`src/rtl/core/lpht_pkg.sv`:
```
package lpht_pkg;

    localparam int TABLE_SLOTS = 16;
    localparam int IDX_W       = $clog2(TABLE_SLOTS);
    localparam int KEY_W       = 31;
    localparam int VAL_W       = 32;

    localparam logic [1:0] OP_INSERT = 2'd0;
    localparam logic [1:0] OP_LOOKUP = 2'd1;
    localparam logic [1:0] OP_REMOVE = 2'd2;

    localparam logic [1:0] ST_OK   = 2'd0;
    localparam logic [1:0] ST_MISS = 2'd1;
    localparam logic [1:0] ST_DUP  = 2'd2;
    localparam logic [1:0] ST_FULL = 2'd3;

    localparam logic [VAL_W-1:0] NO_VALUE = {1'b1, {(VAL_W-1){1'b0}}};

    // One slot as it travels around the ring. The mark flags a slot that
    // takes part in a backward shift after a remove.
    typedef struct packed {
        logic             mark;
        logic             valid;
        logic [KEY_W-1:0] key;
        logic [VAL_W-1:0] value;
    } slot_t;

    typedef struct packed {
        logic shift_en;
        logic dir_rev;
    } ring_ctl_t;

endpackage

```
`src/rtl/core/lpht_cell.sv`:
```
module lpht_cell
(
    input  logic              clk,
    input  logic              rst_n,
    input  lpht_pkg::ring_ctl_t ctl,
    input  lpht_pkg::slot_t   fwd_in,
    input  lpht_pkg::slot_t   rev_in,
    output lpht_pkg::slot_t   q
);

    lpht_pkg::slot_t slot_reg;
    lpht_pkg::slot_t slot_next;

    always_comb
    begin
        slot_next = slot_reg;
        if (ctl.shift_en)
        begin
            slot_next = ctl.dir_rev ? rev_in : fwd_in;
        end
    end

    always_ff @(posedge clk or negedge rst_n)
    begin
        if (!rst_n)
        begin
            slot_reg <= '0;
        end
        else
        begin
            slot_reg <= slot_next;
        end
    end

    assign q = slot_reg;

endmodule

```
`src/rtl/core/lpht_head.sv`:
```
module lpht_head
(
    input  logic                            clk,
    input  logic                            rst_n,
    input  logic                            in_valid,
    output logic                            in_stall,
    input  logic [1:0]                      opcode,
    input  logic [lpht_pkg::KEY_W-1:0]      lookup_key,
    input  logic [lpht_pkg::VAL_W-1:0]      entry_value,
    output logic                            out_valid,
    input  logic                            out_stall,
    output logic [1:0]                      status,
    output logic [lpht_pkg::VAL_W-1:0]      found_value,
    output lpht_pkg::ring_ctl_t             ctl,
    input  lpht_pkg::slot_t                 head_rd,
    output lpht_pkg::slot_t                 head_wr
);

    localparam logic [1:0] S_IDLE  = 2'd0;
    localparam logic [1:0] S_PROBE = 2'd1;
    localparam logic [1:0] S_SHIFT = 2'd2;
    localparam logic [1:0] S_FIN   = 2'd3;

    localparam logic [lpht_pkg::IDX_W-1:0] LAST_IDX = lpht_pkg::IDX_W'(lpht_pkg::TABLE_SLOTS - 1);

    logic [1:0]                     state_reg, state_next;
    logic [lpht_pkg::IDX_W-1:0]     cnt_reg, cnt_next;
    logic                           done_reg, done_next;
    logic                           hit_reg, hit_next;
    logic [lpht_pkg::IDX_W-1:0]     hole_reg, hole_next;
    logic [1:0]                     op_reg, op_next;
    logic [lpht_pkg::KEY_W-1:0]     key_reg, key_next;
    logic [lpht_pkg::VAL_W-1:0]     val_reg, val_next;
    logic [1:0]                     res_st_reg, res_st_next;
    logic [lpht_pkg::VAL_W-1:0]     res_val_reg, res_val_next;
    logic                           carry_v_reg, carry_v_next;
    logic [lpht_pkg::KEY_W-1:0]     carry_key_reg, carry_key_next;
    logic [lpht_pkg::VAL_W-1:0]     carry_val_reg, carry_val_next;
    logic                           ov_reg, ov_next;
    logic [1:0]                     ost_reg, ost_next;
    logic [lpht_pkg::VAL_W-1:0]     oval_reg, oval_next;

    logic [lpht_pkg::IDX_W-1:0]     home;
    logic                           in_range;
    logic                           key_match;

    // Home slot is the key modulo a power-of-two table size.
    assign home      = key_reg[lpht_pkg::IDX_W-1:0];
    assign in_range  = (cnt_reg >= home);
    assign key_match = (head_rd.key == key_reg);

    // The ring turns forward while probing and backward while shifting.
    assign ctl.shift_en = (state_reg == S_PROBE) || (state_reg == S_SHIFT);
    assign ctl.dir_rev  = (state_reg == S_SHIFT);

    always_comb
    begin
        state_next     = state_reg;
        cnt_next       = cnt_reg;
        done_next      = done_reg;
        hit_next       = hit_reg;
        hole_next      = hole_reg;
        op_next        = op_reg;
        key_next       = key_reg;
        val_next       = val_reg;
        res_st_next    = res_st_reg;
        res_val_next   = res_val_reg;
        carry_v_next   = carry_v_reg;
        carry_key_next = carry_key_reg;
        carry_val_next = carry_val_reg;
        ov_next        = ov_reg;
        ost_next       = ost_reg;
        oval_next      = oval_reg;
        head_wr        = head_rd;

        if (ov_reg && !out_stall)
        begin
            ov_next = 1'b0;
        end

        case (state_reg)
            S_IDLE:
            begin
                if (in_valid)
                begin
                    op_next       = opcode;
                    key_next      = lookup_key;
                    val_next      = entry_value;
                    cnt_next      = '0;
                    done_next     = 1'b0;
                    hit_next      = 1'b0;
                    hole_next     = '0;
                    carry_v_next  = 1'b0;
                    res_val_next  = lpht_pkg::NO_VALUE;
                    res_st_next   = (opcode == lpht_pkg::OP_INSERT) ? lpht_pkg::ST_FULL
                                                                    : lpht_pkg::ST_MISS;
                    state_next    = S_PROBE;
                end
            end
            S_PROBE:
            begin
                if (in_range && !done_reg)
                begin
                    case (op_reg)
                        lpht_pkg::OP_INSERT:
                        begin
                            if (!head_rd.valid)
                            begin
                                head_wr.valid = 1'b1;
                                head_wr.key   = key_reg;
                                head_wr.value = val_reg;
                                done_next     = 1'b1;
                                res_st_next   = lpht_pkg::ST_OK;
                            end
                            else if (key_match)
                            begin
                                done_next   = 1'b1;
                                res_st_next = lpht_pkg::ST_DUP;
                            end
                        end
                        lpht_pkg::OP_LOOKUP:
                        begin
                            if (!head_rd.valid)
                            begin
                                done_next = 1'b1;
                            end
                            else if (key_match)
                            begin
                                done_next    = 1'b1;
                                res_st_next  = lpht_pkg::ST_OK;
                                res_val_next = head_rd.value;
                            end
                        end
                        lpht_pkg::OP_REMOVE:
                        begin
                            if (!head_rd.valid)
                            begin
                                done_next = 1'b1;
                            end
                            else if (!hit_reg)
                            begin
                                if (key_match)
                                begin
                                    hit_next     = 1'b1;
                                    hole_next    = cnt_reg;
                                    head_wr.mark = 1'b1;
                                    res_st_next  = lpht_pkg::ST_OK;
                                end
                            end
                            else if (head_rd.key[lpht_pkg::IDX_W-1:0] <= hole_reg)
                            begin
                                head_wr.mark = 1'b1;
                                hole_next    = cnt_reg;
                            end
                        end
                        default:
                        begin
                            done_next = 1'b1;
                        end
                    endcase
                end
                cnt_next = cnt_reg + 1'b1;
                if (cnt_reg == LAST_IDX)
                begin
                    state_next = hit_next ? S_SHIFT : S_FIN;
                end
            end
            S_SHIFT:
            begin
                // Walking down from the top, each marked slot takes the entry
                // of the next marked slot above it; the highest one empties.
                if (head_rd.mark)
                begin
                    head_wr.mark   = 1'b0;
                    head_wr.valid  = carry_v_reg;
                    head_wr.key    = carry_v_reg ? carry_key_reg : '0;
                    head_wr.value  = carry_v_reg ? carry_val_reg : '0;
                    carry_v_next   = 1'b1;
                    carry_key_next = head_rd.key;
                    carry_val_next = head_rd.value;
                end
                cnt_next = cnt_reg + 1'b1;
                if (cnt_reg == LAST_IDX)
                begin
                    state_next = S_FIN;
                end
            end
            S_FIN:
            begin
                if (!ov_reg || !out_stall)
                begin
                    ov_next    = 1'b1;
                    ost_next   = res_st_reg;
                    oval_next  = res_val_reg;
                    state_next = S_IDLE;
                end
            end
            default:
            begin
                state_next = S_IDLE;
            end
        endcase
    end

    always_ff @(posedge clk or negedge rst_n)
    begin
        if (!rst_n)
        begin
            state_reg   <= S_IDLE;
            cnt_reg     <= '0;
            done_reg    <= 1'b0;
            hit_reg     <= 1'b0;
            carry_v_reg <= 1'b0;
            ov_reg      <= 1'b0;
        end
        else
        begin
            state_reg   <= state_next;
            cnt_reg     <= cnt_next;
            done_reg    <= done_next;
            hit_reg     <= hit_next;
            carry_v_reg <= carry_v_next;
            ov_reg      <= ov_next;
        end
    end

    always_ff @(posedge clk)
    begin
        hole_reg      <= hole_next;
        op_reg        <= op_next;
        key_reg       <= key_next;
        val_reg       <= val_next;
        res_st_reg    <= res_st_next;
        res_val_reg   <= res_val_next;
        carry_key_reg <= carry_key_next;
        carry_val_reg <= carry_val_next;
        ost_reg       <= ost_next;
        oval_reg      <= oval_next;
    end

    assign in_stall    = (state_reg != S_IDLE);
    assign out_valid   = ov_reg;
    assign status      = ost_reg;
    assign found_value = oval_reg;

endmodule

```
`src/rtl/core/linear_probe_hash_table.sv`:
```
// Channel | Handshake                   | Fields
// in      | in_valid / in_stall         | opcode, lookup_key, entry_value
// out     | out_valid / out_stall       | status, found_value
// The slots sit in a ring of cells that rotates once per pass, one slot a cycle
// past a single head stage. Insert and lookup run one forward probe pass, then
// load the result into the output register; the next beat is taken only once the
// head is idle again, so beats never overlap. A remove that finds its key adds a
// reverse pass for the backward shift before the result load.
// Reset empties every slot at once. A stalled result holds the next one in the
// head until the output register frees; a new beat is taken once the head is idle.
module linear_probe_hash_table
(
    input  logic                            clk,
    input  logic                            rst_n,
    input  logic                            in_valid,
    output logic                            in_stall,
    input  logic [1:0]                      opcode,
    input  logic [lpht_pkg::KEY_W-1:0]      lookup_key,
    input  logic [lpht_pkg::VAL_W-1:0]      entry_value,
    output logic                            out_valid,
    input  logic                            out_stall,
    output logic [1:0]                      status,
    output logic [lpht_pkg::VAL_W-1:0]      found_value
);

    localparam int N = lpht_pkg::TABLE_SLOTS;

    lpht_pkg::ring_ctl_t ctl;
    lpht_pkg::slot_t     cell_q [N];
    lpht_pkg::slot_t     head_rd;
    lpht_pkg::slot_t     head_wr;

    assign head_rd = ctl.dir_rev ? cell_q[N-1] : cell_q[0];

    lpht_head u_head
    (
        .clk         (clk),
        .rst_n       (rst_n),
        .in_valid    (in_valid),
        .in_stall    (in_stall),
        .opcode      (opcode),
        .lookup_key  (lookup_key),
        .entry_value (entry_value),
        .out_valid   (out_valid),
        .out_stall   (out_stall),
        .status      (status),
        .found_value (found_value),
        .ctl         (ctl),
        .head_rd     (head_rd),
        .head_wr     (head_wr)
    );

    for (genvar k = 0; k < N; k++)
    begin : g_cell
        lpht_pkg::slot_t fwd_in;
        lpht_pkg::slot_t rev_in;

        if (k == N - 1)
        begin : g_top
            assign fwd_in = head_wr;
        end
        else
        begin : g_mid_f
            assign fwd_in = cell_q[k+1];
        end

        if (k == 0)
        begin : g_bot
            assign rev_in = head_wr;
        end
        else
        begin : g_mid_r
            assign rev_in = cell_q[k-1];
        end

        lpht_cell u_cell
        (
            .clk    (clk),
            .rst_n  (rst_n),
            .ctl    (ctl),
            .fwd_in (fwd_in),
            .rev_in (rev_in),
            .q      (cell_q[k])
        );
    end

endmodule
```
`config.mk`:
```
export PLATFORM = sky130hd
export DESIGN_NAME = linear_probe_hash_table
export DESIGN_NICKNAME = d
export VERILOG_FILES = /design/src/rtl/core/lpht_pkg.sv /design/src/rtl/core/lpht_cell.sv /design/src/rtl/core/lpht_head.sv /design/src/rtl/core/linear_probe_hash_table.sv
export SDC_FILE = /design/constraint.sdc
export NUM_CORES = 2
export LEC_CHECK = 0
export ABC_AREA = 1
export BUFFER_PORTS_ARGS = -buffer_cell sky130_fd_sc_hd__buf_4
export CAP_MARGIN = 10
export CORE_UTILIZATION = 35
export CTS_BUF_LIST = sky130_fd_sc_hd__clkbuf_16
export CTS_CLUSTER_SIZE = 8
export DETAILED_ROUTE_END_ITERATION = 8
export PLACE_DENSITY_LB_ADDON = 0.2
export SLEW_MARGIN = 10
export SYNTH_ARGS = -nofsm -noshare
export SYNTH_HDL_FRONTEND = slang
export SYNTH_SLANG_ARGS = --single-unit
```
`constraint.sdc`:
```
create_clock -name clk -period 9.8 [get_ports clk]
set_clock_uncertainty 0.1 [all_clocks]
set_input_delay 1.96 -clock clk [delete_from_list [all_inputs] [get_ports clk]]
set_output_delay 1.96 -clock clk [all_outputs]
set_load 0.005 [all_outputs]
```
==> reports/results.tsv <==
stage	metric	value	unit
die	ios	105	
critical_path	cp_slowest_stage_delay	590	ps
critical_path	critPathKind	reg2reg	
sta	final.setup.tns	0	ps
drt	drc	0	
die	die_area	170000	µm²
logic_synthesis	yosysTopAreaCell	dfrtp_1	
critical_path	cp_data_required_time	10130	ps
logic_synthesis	ys_types	35	
clocking	root_buffer	clkbuf_16	
logic_synthesis	synth_cells	7123	
critical_path	r2r-end	u_head.res_val_reg[11]	
layout	drive_gt1_frac	0.0568	
sta	worstMarginPinSlew	1140	ps
sta	finalHoldViolations	0	
drt	wl	139000	µm
critical_path	reg2reg_slack	4650	ps
logic_synthesis	syn_area_per_cell	8.29	µm²
power	fin_total_pwr	26600	µW
die	start_util	0.353	
global_routing	antenna_found_initial	3	
power	p_sw	11900	µW
global_routing	overflow	0	
run	max_cap_violations	0	
power	seq_power_share	0.336	
logic_synthesis	synth.area.top_cells	dfrtp_1 44%, o21ai_0 15%, edfxtp_1 10%, a21oi_1 9.2%, inv_1 6.5%	
drt	dr_total_vias	46600	
die	rows	150	
sta	fmax	0.194	GHz
placement	dp_hpwl	77400	µm
logic_synthesis	seq_area_frac_synth	0.546	
power	pwr-share-clk	0.205	
power	internal-power	14700	µW
drt	viasPerCell	5.07	
power	vdd_drop_max	423	µV
critical_path	crit-reg2reg-launch	u_head.state_reg[0]	
critical_path	crit_path_start_kind	flop	
clocking	cts_setup_buffers	0	
global_routing	grt_pass1_wl	231000	µm
layout	fillers	16900	
critical_path	cp_common_cell	nand2_1	
placement	port_buffers	104	
sta	finalSetupViolations	0	
sta	grt_setup_unrepaired	no	
clocking	clock_latency	800	ps
clocking	clkSinkCount	1250	
global_routing	grt_max_degree	326	
critical_path	worst-endpoint-arrival	5480	ps
sta	report.final.slew_viol_count	0	
clocking	cts-hold-fix-buffers	0	
global_routing	grt_pass1_vias	44600	
sta	relSlewSlack	0.239	
global_routing	grt_usage	0.162	
critical_path	crit_start	u_head.state_reg[0]	
critical_path	worst-path-buf-inv	6	
power	static-leakage-power	0.0293	µW
logic_synthesis	synth_seq_cells	1250	
clocking	cts_resized	0	
sta	period_share	0.525	
clocking	cts.clk_slew.worst_paths	50	ps
clocking	cts_tree	yes	
placement	gp_congestion	0.752	
clocking	h-tree-depth	4	
sta	period_minus_slack	5150	ps
logic_synthesis	synth_top_area_frac	0.445	
clocking	cts_buffers	174	
worst_hold_path	min_path_type	reg2reg	
die	die_w	413	µm
drt	dr.pass1.iters	6	
clocking	clockBufferDepth	3	
critical_path	cp_slowest_cell	clkinv_16	
critical_path	cp.depth	18	
power	comb_power_share	0.459	
die	fp.coreArea	167000	µm²
layout	syn_to_final_growth	11.4	%
layout	nets	7001	
critical_path	critPathTopFamily	buffers and inverters	
logic_synthesis	synth_nets	7208	
power	power_density	403	nW/µm²
critical_path	end_kind	flop	
critical_path	cp-endpoint	u_head.res_val_reg[11]	
layout	finalNonFillerCells	9199	
critical_path	rr_worst_depth	18	
placement	dp_cells	8944	
power	switching_share	0.447	
die	die_h	413	µm
critical_path	cp_max_fo	325	
drt	final_antenna_net_count	0	
drt	wl_per_cell	15.1	µm
run_status	outcome	finished, final reports clean	
logic_synthesis	synth_area	59100	µm²
critical_path	path_cells	inv_1 > ha_4 > clkinv_16 > buf_12 > nand2_2 > nand2_2 > nand2_1 > nand2_1 > inv_1 > nand2_1 > nor2_1 > nand2_1 > nor2_1 > nand2_1 > nand2_1 > inv_2 > nor3_2 > buf_4	
logic_synthesis	synth_warnings	0	
drt	drt_iter0_drc	3832	
layout	largest_reg_flops	1040	
==> synthesized netlist by cell type, drive strengths merged <==
cell type,number
a32o,1
nand3,109
a211oi,1
nand3b,19
o22ai,64
ha,16
o21bai,1
nor2,113
a21oi,1082
nand2,941
edfxtp,200
o211ai,8
o31ai,5
clkbuf,325
nand4,6
buf,219
a22oi,1
xor2,1
o21ai,1930
dfrtp,1050
nor3,1
inv,1030
==> power groups by stage <==
stage	logic [µW]	clock network, µW	registers [µW]
finish	12200	5450	8930
CTS	12400	5640	8940
global placement	12100	0	8970
detailed placement	12300	0	9010
floorplan	9670	0	8600
global route	14200	5840	9200
==> worst min path at each step <==
stage | start | endpoint | cells after the start
2_1_floorplan | u_head.res_val_reg[0] | u_head.found_value[0] | 0
3_3_place_gp | u_head.res_val_reg[5] | u_head.found_value[5] | 0
3_5_place_dp | u_head.res_val_reg[23] | u_head.found_value[23] | 0
4_1_cts | u_head.res_val_reg[25] | u_head.found_value[25] | 0
5_1_grt | u_head.res_val_reg[23] | u_head.found_value[23] | 0
6_report | u_head.res_val_reg[25] | u_head.found_value[25] | 0
==> metrics by stage <==
stage	util	cell area, µm²	hold WS [ps]	worst slack, ps
after global placement	0.364	61000	307	4800
after global routing	0.393	65800	328	4340
after detailed placement	0.364	61000	307	4760
after CTS	0.393	65800	318	4730
after floorplan	-	59100	300	4670
final	0.393	65800	317	4650
==> layer usage <==
layer  GRT usage  part of all wire  vias up  routed length (µm)
met1       0.216              0.47    22600               64500
met3      0.0240             0.034      198                4750
met5           0                 0        -                   0
met2       0.273              0.48      623               66500
li1            -                 -    23300                   -
met4      0.0481             0.021        0                2950
==> placed cells by master (no fill, tap or decap), types with 64 or more instances in the layout <==
cell type and instances:
a21oi_1 1080, buf_4 148, clkbuf_16 174, dfrtp_1 1049, edfxtp_1 200, inv_1 1083
nand2_1 915, nand3_1 109, nor2_1 113, o21ai_0 1814, o21ai_1 114, o22ai_1 64
==> cell type report <==
class	instances	area [µm²]	share of cell area
Sequential cell	1250	32300	0.490
Multi-Input combinational cell	4299	20600	0.314
Clock buffer	174	4350	0.0661
Inverter	1030	3910	0.0593
Tap cell	2204	2760	0.0419
Timing Repair Buffer	161	1370	0.0208
Clock inverter	80	512	0.00777
Antenna cell	1	2.50	0.0000380
==> kinds of logic after synthesis <==
group	after synthesis	share of synthesized area
xor+xnor	1	0.000148
compound gates	3093	0.265
flops	1250	0.546
simple gates	1189	0.0807
buf+inv	1574	0.105
fa+ha+maj	16	0.00339
Note: power is estimated with default switching activity, not from simulation.
